===== src/rtl/core/hashed_banked_deque_top_assert.svh =====
// ----------------------------------------------------------------------------
// Assertion macros for the hashed banked deque
// Implication checks that are clocked on clk and held off while rst is high.
// ----------------------------------------------------------------------------
`ifndef HASHED_BANKED_DEQUE_TOP_ASSERT_SVH
`define HASHED_BANKED_DEQUE_TOP_ASSERT_SVH

`ifndef SYNTH
// Overlapping implication: cons must hold in the same cycle as ante.
`define HBD_ASSERT_SAME(label, ante, cons) \
  label: assert property (@(posedge clk) disable iff (rst) (ante) |-> (cons)) \
    else $error("hbd: same-cycle check failed");
// Non-overlapping implication: cons must hold in the cycle after ante.
`define HBD_ASSERT_NEXT(label, ante, cons) \
  label: assert property (@(posedge clk) disable iff (rst) (ante) |=> (cons)) \
    else $error("hbd: next-cycle check failed");
`else
`define HBD_ASSERT_SAME(label, ante, cons)
`define HBD_ASSERT_NEXT(label, ante, cons)
`endif

`endif


===== src/rtl/core/hbd_pkg.sv =====
// ----------------------------------------------------------------------------
// hbd_pkg
// Operation and status codes and port widths of the hashed banked deque.
// ----------------------------------------------------------------------------
`default_nettype none

package hbd_pkg;

  localparam int FUNC_W   = 2;
  localparam int STATUS_W = 2;
  localparam int PORT_VALUE_W = 32;

  typedef enum logic [FUNC_W-1:0] {
    FN_PUSH_L = 2'd0,
    FN_PUSH_R = 2'd1,
    FN_POP_L  = 2'd2,
    FN_POP_R  = 2'd3
  } func_t;

  typedef enum logic [STATUS_W-1:0] {
    ST_OK    = 2'd0,
    ST_EMPTY = 2'd1,
    ST_FULL  = 2'd2
  } status_t;

endpackage

`default_nettype wire


===== src/rtl/core/hashed_banked_deque_top.sv =====
// ----------------------------------------------------------------------------
// hashed_banked_deque_top
// Double-ended queue spread over BUCKETS circular bucket buffers, with the
// elements in one store memory and the bucket head/count pairs in a second.
// ----------------------------------------------------------------------------
//
//  Channel   Handshake               Payload                   Direction
//  -------   ---------------------   -----------------------   ---------
//  request   start, busy             func, value               in
//  result    done (one-cycle strobe) status, popped_value      out
//
// In the cycle a request is accepted, the bucket is chosen from the left
// or right index and its head/count entry is read from the metadata
// memory. In the following cycle busy is high while the element store is
// written (push) or read (pop) and the metadata entry is written back.
// The result beat appears on the cycle after that, and the next request
// may be accepted in that same cycle. No request is accepted while busy
// is high, as the metadata read-modify-write loop requires.
// Reset is synchronous; the bucket metadata reads as empty through one valid
// bit per bucket, so there is no clearing pass and requests are taken in the
// first cycle after reset. The receiver cannot stall the result beat.
// ----------------------------------------------------------------------------
`default_nettype none

`include "hashed_banked_deque_top_assert.svh"

module hashed_banked_deque_top
  import hbd_pkg::*;
#(
  parameter int BUCKETS      = 4,
  parameter int BUCKET_DEPTH = 16,
  parameter int VALUE_WIDTH  = 32
) (
  input  wire logic                    clk,
  input  wire logic                    rst,
  input  wire logic                    start,
  output logic                         busy,
  input  wire logic [FUNC_W-1:0]       func,
  input  wire logic [PORT_VALUE_W-1:0] value,
  output logic                         done,
  output logic [STATUS_W-1:0]          status,
  output logic [PORT_VALUE_W-1:0]      popped_value
);

  // Bucket number, slot number and element count widths.
  localparam int BW = $clog2(BUCKETS);
  localparam int SW = $clog2(BUCKET_DEPTH);
  localparam int CW = $clog2(BUCKET_DEPTH + 1);
  // Only the low bits of the value port that fit VALUE_WIDTH are kept.
  localparam int DW = (VALUE_WIDTH < PORT_VALUE_W) ? VALUE_WIDTH : PORT_VALUE_W;
  // The store is addressed by {bucket, slot}.
  localparam int AW = BW + SW;
  localparam int STORE_DEPTH = BUCKETS << SW;
  localparam logic [CW:0]   DEPTH_X   = (CW+1)'(BUCKET_DEPTH);
  localparam logic [CW-1:0] DEPTH_CNT = CW'(BUCKET_DEPTH);
  localparam logic [SW-1:0] LAST_SLOT = SW'(BUCKET_DEPTH - 1);
  localparam logic [BW-1:0] LAST_BKT  = BW'(BUCKETS - 1);

  function automatic logic [BW-1:0] go_left(input logic [BW-1:0] b);
    return (b == '0) ? LAST_BKT : b - BW'(1);
  endfunction

  function automatic logic [BW-1:0] go_right(input logic [BW-1:0] b);
    return (b == LAST_BKT) ? '0 : b + BW'(1);
  endfunction

  // Memories: element store and per-bucket {head, count}.
  logic [DW-1:0]      store_mem [STORE_DEPTH];
  logic [SW+CW-1:0]   meta_mem  [BUCKETS];
  logic [BUCKETS-1:0] meta_valid;

  // Side indexes.
  logic [BW-1:0] left_idx;
  logic [BW-1:0] right_idx;

  // Accept stage.
  logic          accept;
  logic [BW-1:0] sel_bkt;

  // Execute stage registers.
  logic          exec;
  func_t         op;
  logic [DW-1:0] val;
  logic [BW-1:0] bkt;
  logic [SW+CW-1:0] meta_rd;
  logic          meta_rd_vld;

  // Execute stage logic.
  logic [SW-1:0] head;
  logic [CW-1:0] cnt;
  logic          is_push;
  logic          op_ok;
  logic [CW:0]   tail_sum;
  logic [CW:0]   tail_wrap;
  logic [SW-1:0] slot;
  logic [SW-1:0] head_next;
  logic [CW-1:0] cnt_next;
  logic [AW-1:0] store_addr;

  // Result registers.
  status_t       status_q;
  logic          pop_ok;
  logic [DW-1:0] store_rd;
  logic [PORT_VALUE_W-1:0] pop_ext;

  // A new request is taken whenever the read-modify-write cycle is free.
  assign busy   = exec;
  assign accept = start && !busy;

  always_comb begin
    unique case (func_t'(func))
      FN_PUSH_L: sel_bkt = left_idx;
      FN_PUSH_R: sel_bkt = right_idx;
      FN_POP_L:  sel_bkt = go_right(left_idx);
      FN_POP_R:  sel_bkt = go_left(right_idx);
      default:   sel_bkt = left_idx;
    endcase
  end

  always_ff @(posedge clk) begin
    if (rst) begin
      exec <= 1'b0;
    end else begin
      exec <= accept;
    end
  end

  // Payload of the accepted beat and the registered metadata read.
  always_ff @(posedge clk) begin
    if (accept) begin
      op  <= func_t'(func);
      val <= value[DW-1:0];
      bkt <= sel_bkt;
    end
    meta_rd     <= meta_mem[sel_bkt];
    meta_rd_vld <= meta_valid[sel_bkt];
  end

  // A bucket never written since reset is empty with its head at slot zero.
  always_comb begin
    if (meta_rd_vld) begin
      head = meta_rd[SW+CW-1:CW];
      cnt  = meta_rd[CW-1:0];
    end else begin
      head = '0;
      cnt  = '0;
    end
  end

  always_comb begin
    is_push = (op == FN_PUSH_L) || (op == FN_PUSH_R);
    op_ok   = is_push ? (cnt != DEPTH_CNT) : (cnt != '0);

    // Left side works at the tail: head + count, or head + count - 1 on pop.
    tail_sum = (CW+1)'(head) + (CW+1)'(cnt);
    if (op == FN_POP_L) begin
      tail_sum = tail_sum - (CW+1)'(1);
    end
    tail_wrap = (tail_sum >= DEPTH_X) ? tail_sum - DEPTH_X : tail_sum;

    head_next = head;
    unique case (op)
      FN_PUSH_L: begin
        slot = tail_wrap[SW-1:0];
      end
      FN_POP_L: begin
        slot = tail_wrap[SW-1:0];
      end
      FN_PUSH_R: begin
        head_next = (head == '0) ? LAST_SLOT : head - SW'(1);
        slot      = head_next;
      end
      FN_POP_R: begin
        slot      = head;
        head_next = (head == LAST_SLOT) ? '0 : head + SW'(1);
      end
      default: begin
        slot = head;
      end
    endcase

    cnt_next   = is_push ? cnt + CW'(1) : cnt - CW'(1);
    store_addr = {bkt, slot};
  end

  // Element store: at most one access per request, in the execute cycle.
  always_ff @(posedge clk) begin
    if (exec && op_ok) begin
      if (is_push) begin
        store_mem[store_addr] <= val;
      end else begin
        store_rd <= store_mem[store_addr];
      end
    end
  end

  // Metadata write-back. The next request reads it only after the write has
  // taken effect, so no forwarding path is needed.
  always_ff @(posedge clk) begin
    if (exec && op_ok) begin
      meta_mem[bkt] <= {head_next, cnt_next};
    end
  end

  always_ff @(posedge clk) begin
    if (rst) begin
      meta_valid <= '0;
      left_idx   <= '0;
      right_idx  <= BW'(1 % BUCKETS);
    end else if (exec && op_ok) begin
      meta_valid[bkt] <= 1'b1;
      unique case (op)
        FN_PUSH_L: left_idx  <= go_left(left_idx);
        FN_PUSH_R: right_idx <= go_right(right_idx);
        FN_POP_L:  left_idx  <= bkt;
        FN_POP_R:  right_idx <= bkt;
        default:   left_idx  <= left_idx;
      endcase
    end
  end

  // Result beat, in the cycle after the execute cycle.
  always_ff @(posedge clk) begin
    if (rst) begin
      done   <= 1'b0;
      pop_ok <= 1'b0;
    end else begin
      done   <= exec;
      pop_ok <= exec && op_ok && !is_push;
    end
  end

  always_ff @(posedge clk) begin
    if (exec) begin
      if (op_ok) begin
        status_q <= ST_OK;
      end else if (is_push) begin
        status_q <= ST_FULL;
      end else begin
        status_q <= ST_EMPTY;
      end
    end
  end

  always_comb begin
    pop_ext         = '0;
    pop_ext[DW-1:0] = store_rd;
  end

  assign status       = status_q;
  assign popped_value = pop_ok ? pop_ext : '0;

  // The execute cycle never runs twice in a row.
  `HBD_ASSERT_NEXT(a_busy_one_cycle, busy, !busy)
  // An accepted request always yields exactly the following execute cycle
  // and then a result beat.
  `HBD_ASSERT_NEXT(a_accept_exec, accept, busy && !done)
  `HBD_ASSERT_NEXT(a_exec_done, exec, done)
  // A bucket can never report more elements than it holds slots.
  `HBD_ASSERT_SAME(a_cnt_bound, exec, cnt <= DEPTH_CNT)
  // Failed operations carry no element.
  `HBD_ASSERT_SAME(a_fail_zero, done && (status != ST_OK), popped_value == '0)

endmodule

`default_nettype wire


===== config.mk =====
export PLATFORM = sky130hd
export DESIGN_NAME = hashed_banked_deque_top
export DESIGN_NICKNAME = d
export VERILOG_FILES = /design/src/rtl/core/hbd_pkg.sv /design/src/rtl/core/hashed_banked_deque_top.sv
export VERILOG_INCLUDE_DIRS = /design/src /design/src/rtl/core
export SDC_FILE = /design/constraint.sdc
export NUM_CORES = 2
export LEC_CHECK = 0
export ABC_AREA = 1
export BUFFER_PORTS_ARGS = -buffer_cell sky130_fd_sc_hd__buf_4
export CORE_MARGIN = 4
export CORE_UTILIZATION = 45
export CTS_BUF_LIST = sky130_fd_sc_hd__clkbuf_2
export DETAILED_ROUTE_END_ITERATION = 10
export PLACE_DENSITY = 0.63
export REMOVE_ABC_BUFFERS = 1
export SETUP_SLACK_MARGIN = 0.15
export SLEW_MARGIN = 40
export SYNTH_ARGS = -nofsm -noshare
export SYNTH_HDL_FRONTEND = slang
export SYNTH_SLANG_ARGS = --single-unit

===== constraint.sdc =====
create_clock -name clk -period 5.2 [get_ports clk]
set_clock_uncertainty 0.15 [all_clocks]
set_input_delay 1.04 -clock clk [delete_from_list [all_inputs] [get_ports clk]]
set_output_delay 1.04 -clock clk [all_outputs]
set_load 0.01 [all_outputs]

### After elaboration in Yosys (flattened, before gate mapping)

Memory sizes are Yosys's and may differ from the RTL's. A register that Yosys moved wholly into a read port is not among the register bits.
Index checks and enable logic that the tools add are counted.

| word-level totals | value |
|---|---|
| bits in registers | 50 |
| memory bits (writable) | 2084 |
| bits of input ports | 37 |
| output and inout bits | 36 |
| word-level logic and storage cells | 87 |
| memories kept | 2 |

Memory list:

| name | words | width | rd ports | clocked after memory_dff | write ports | RTL line | RTL |
|---|---|---|---|---|---|---|---|
| store_mem | 64 | 32 | 1 | 1 | 1 | hashed_banked_deque_top.sv:68 | `logic [DW-1:0] store_mem [STORE_DEPTH];` |
| meta_mem | 4 | 9 | 1 | 1 | 1 | hashed_banked_deque_top.sv:69 | `logic [SW+CW-1:0] meta_mem [BUCKETS];` |

| cells by class | value |
|---|---|
| $add $sub $neg | 11 |
| $lt $le $gt $ge | 4 |
| eq/ne operators | 10 |
| multiplexer cells | 28 |
| bitwise operators | 2 |
| reduce and logical (&&, ||, !) cells | 19 |

Operators by type and width:

| kind | number |
|---|---|
| $mux 32 | 1 |
| $mux 4 | 4 |
| $eq 2x2->1 const B | 6 |
| $pmux 4 s3 | 1 |
| $mux 2 | 5 |
| $mux 5 | 2 |
| $logic_not 2->1 | 4 |
| $mux 1 | 8 |
| $pmux 2 s2 | 2 |
| $pmux 2 s4 | 1 |
| $pmux 4 s2 | 1 |
| $sub 4x1->4 const B | 2 |
| $add 4x5->6 | 1 |
| $ge 6x5->1 const B | 1 |
| $lt 2x3->1 const B | 2 |
| $mux 6 | 1 |
| $reduce_and 2->1 | 3 |
| $sub 6x1->6 const B | 1 |
| $add 5x1->5 const B | 1 |
| $ne 5x5->1 const B | 1 |
| $reduce_bool 5->1 | 1 |
| $sub 5x1->5 const B | 1 |
| $add 2x1->2 const B | 2 |
| $add 4x1->4 const B | 1 |
| other kinds (14) | 21 |

### Logic depth before layout (Yosys ltp)

| depth | value |
|---|---|
| depth after elaboration | 7 |
| mapped depth | 23 |

### Worst setup path before layout

OpenSTA, ideal clock, no wires.

| timing | value |
|---|---|
| path type | reg2reg |
| start | reg meta_rd_vld |
| end | mem store_mem[10][0] (netlist name) (enable) |
| arrival time | 3852 ps |
| setup slack | 777 ps |
| stages on the path, launching flop included | 18 |
| clock period less this slack | 4423 ps |
| cells stage by stage | dfxtp_1 -> buf_4 -> nand2_1 -> inv_1 -> ha_1 -> ha_1 -> inv_1 -> ha_1 -> nand2_1 -> nand2_1 -> nor2_1 -> nand2_1 -> buf_4 -> buf_4 -> buf_2 -> nor2_1 -> nand2_1 -> nor2_1 |

| between the ends | value |
|---|---|
| word-level cells in the longest chain between the ends | 7 |
| elaborated cells on any way between the ends | 18 |
| those cells by class | add/sub: 4; order compare: 1; eq/ne: 1; mux: 9; reduce/logical: 3 |

RTL lines:

| what | RTL line | RTL |
|---|---|---|
| start, declared | hashed_banked_deque_top.sv:86 | `logic meta_rd_vld;` |
| start signal, assigned | hashed_banked_deque_top.sv:136 | `meta_rd_vld <= meta_valid[sel_bkt];` |
| $mux 4 / $mux 5 (equally long branches) | hashed_banked_deque_top.sv:141 | `if (meta_rd_vld) begin` |
| $add 4x5->6 | hashed_banked_deque_top.sv:155 | `tail_sum = (CW+1)'(head) + (CW+1)'(cnt);` |
| $sub 6x1->6 | hashed_banked_deque_top.sv:157 | `tail_sum = tail_sum - (CW+1)'(1);` |
| $mux 6 | hashed_banked_deque_top.sv:156 | `if (op == FN_POP_L) begin` |
| $ge 6x5->1 / $sub 4x1->4 (equally long branches) | hashed_banked_deque_top.sv:159 | `tail_wrap = (tail_sum >= DEPTH_X) ? tail_sum - DEPTH_X : tail_sum;` |
| $mux 4 | hashed_banked_deque_top.sv:159 |  |
| $pmux 4 s3 | hashed_banked_deque_top.sv:162 | `unique case (op)` |
| end, declared | hashed_banked_deque_top.sv:68 |  |

Several ways; a longest one is shown, not always the timed one.

### Worst setup path after layout

| timing | value |
|---|---|
| start | reg meta_rd_vld |
| end | mem store_mem[48][8] (netlist name) (enable) |

The elaborated chain is that of the path after synthesis.

==> run metrics <==
post-synthesis compound-gate area fraction less than 1%; mux cell area share after synthesis 0%; most frequent CP cell nand2_1; largest net degree at the start of global routing 169; max frequency just over 0.2 GHz; pwr dens 377 nW/µm²; most frequent cells after synthesis 4961 x nand2_1, 2154 x edfxtp_1, 941 x nand3_1; Flop pwr share around 50%; most common cell in the netlist nand2_1; core area about 200000 µm²; Post-DRT Antenna Nets 0; Combinational Power Share about a fifth; Layout Nets roughly 9500; xor/xnor share of the synthesized area less than 1%; Ys Warns 0; root buf cell clkbuf_2; Slew Viols, Final 0; Least-Margin Pin Slew 1280 ps; first-pass GRT wire length between 400000 and 500000 µm; initial DRC count 8108; synthesis-to-finish area growth 11.6%; HPWL Detailed 156000 µm; Post-Syn Instances ~9000; final instance area 104000 µm²; Crit path required time between 6000 and 7000 ps; Synth Area in Simple Gates about a quarter; Crit path buffers/inverters 5; max-cap viol count 0; Placer Congestion 0.864; RSZ-0062 raised after global routing no; post-synthesis sequential element count ~2200; vias in the first global route about 65000; crit path DAT approximately 6100 ps; P_sw 0.0130 W; distinct cell type count after synthesis 36; Final Cycle Share between 90% and 100%; Cell Chain, Critical Path nand2_1 -> inv_1 -> ha_1 -> ha_1 -> inv_1 -> ha_1 -> nand2_1 -> nand2_1 -> nand2_1 -> nand2_8 -> inv_8 -> nor2_1 -> nand2_1 -> buf_4 -> nor2_4 -> buf_4; share of cells above drive strength 1 approximately an eighth; TNS Setup 0 ps; Reg clk slew, reported paths around 110 ps; minimum clock period ~4800 ps; EDFF count, synth between 2000 and 2500; CP Launch Type flip-flop; total number of vias approximately 68000; proportion of power drawn by the clock network just under 30%; final wirelength 286000 µm; largest cells by area after synthesis edfxtp_1 70%, nand2_1 20%, nand3_1 5.1%; clk buf depth 4; internal power between 0.02 and 0.03 W; Yosys top cell by area edfxtp_1; Leak between 40 and 50 nW; initial core utilization approximately 45%; cell family with most CP delay simple AND/OR/NAND/NOR gates; remaining global-route overflow 0; HP Class in2reg; Adder-Cell Fraction of Synth Area 0.189%; Async SR Flop Fraction 0%; CP max stage delay 640 ps; H-tree lvl count 6; port buffer count slightly above 70; clk_lat worst skew ~1900 ps; Die Span Y between 400 and 500 µm; Post-CTS Resized 0; DR WL/cell ~23 µm; I/O pins 73; clock sink total ~2200; main combinational cell family by area after synthesis simple AND/OR/NAND/NOR gates; main flop type after synthesis edfxtp_1; Mapped Area 92800 µm²; gr usage total between 20% and 30%; top cell type's share of synthesized area 69.7%; worst vdd ir ~0.29 mV; post-synthesis sequential area ratio between 70% and 80%; DRT Pass-1 Iters 6; synthesized area per cell around 10 µm²; die extent in x 462 µm; Vias/cell between 5 and 6; initial antenna violation count 10; Sw Ratio about a third; row count approximately 170; status completed; placed inst area 97900 µm²; final setup vio count 0; Crit Path Class reg2reg; CTS tree built; Die Area approximately 210000 µm²; Setup crit end kind flip-flop; drt drc 0; Hold Vio Cnt, Final 0; Slew HR 14.6%; slowest stage cell, crit path nor2_4; Max FO, Critical Path 76; TritonCTS buffer count approximately 570
==> layout by cell type (no fill, tap or decap), drive strengths merged, types with 5 or more instances in the layout <==
cell         count
o32ai           10
nand2         4978
clkbuf         803
bufinv           9
edfxtp        2154
clkinv         103
o21ai           20
dlygate4sd3     72
ha              14
diode           11
inv             93
nand3          943
dfxtp           21
a31oi            5
buf            357
nor2           186
==> flip-flops by register name (all words and copies together), names as in the netlist <==
name and flops:
right_idx 2, meta_valid 4, busy 1, meta_rd 9
status 2, op 2, bkt 2, meta_mem 36
pop_ok 1, left_idx 2, pop_ext 32, meta_rd_vld 1
val 32, done 1, store_mem 2048
==> layout make-up <==
class,instances,area (µm²)
Sequential cell,2175,65100
Tap cell,2688,3360
Inverter,77,309
Fill cell,18400,101000
Multi-Input combinational cell,6188,25400
Clock buffer,803,4020
Antenna cell,11,27.5
Clock inverter,130,753
Timing Repair Buffer,429,4510
==> stage by stage <==
step	power [W]	hold WS, ps	worst slack (ps)	util, %	std cells
6_report	0.0391	296	356	50.6	12500
5_1_grt	0.0410	202	165	50.6	12500
4_1_cts	0.0392	52.3	354	50.5	12500
3_5_place_dp	0.0278	308	524	47.8	11500
3_3_place_gp	0.0277	294	539	47.7	11500
2_1_floorplan	0.0253	285	-19140	-	8440
==> power groups by stage <==
stage / Sequential, W / Combinational, W / Clock (W)
after floorplan: 0.0200 / 0.00536 / 0
after global placement: 0.0199 / 0.00786 / 0
after detailed placement: 0.0199 / 0.00795 / 0
after CTS: 0.0195 / 0.00801 / 0.0117
after global routing: 0.0195 / 0.00883 / 0.0127
final: 0.0195 / 0.00814 / 0.0115
==> worst register-to-register path: cells and delay by family (launching register included) <==
| kind | cells | cell delay [ps] |
|---|---|---|
| flops | 1 | 620 |
| simple gates | 8 | 1930 |
| fa+ha+maj | 3 | 570 |
| buf+inv | 5 | 1170 |
==> final timing paths <==
check	from	endpoint	slack, ps	cells past startpoint
max	meta_rd_vld	store_mem[48][8]	360	16
min	value[28]	val[28]	300	3
max reg2reg	meta_rd_vld	store_mem[48][8]	360	16
min reg2reg	meta_valid[0]	meta_valid[0]	340	1
==> routing by layer <==
layer | wire, µm | share of wire [%] | GRT usage [%]
met3 | 27100 | 9.5 | 5.06
met2 | 132000 | 46 | 41.6
met5 | 79 | 0.028 | 0
met1 | 114000 | 40 | 35.4
met4 | 12100 | 4.2 | 11.6
==> repair_timing <==
| action | 4_1_cts | 5_1_grt |
|---|---|---|
| endpoints found under the hold margin | 92 | 0 |
| hold buffers | 72 | 0 |
| buffers inserted | 0 | 0 |
==> logic make-up after synthesis <==
kind of cell | Yosys count
flops | 2175
fa+ha+maj | 14
buf+inv | 615
simple gates | 6115
compound gates | 54
xor+xnor | 5
No activity file was read; power rests on OpenSTA's default activity.
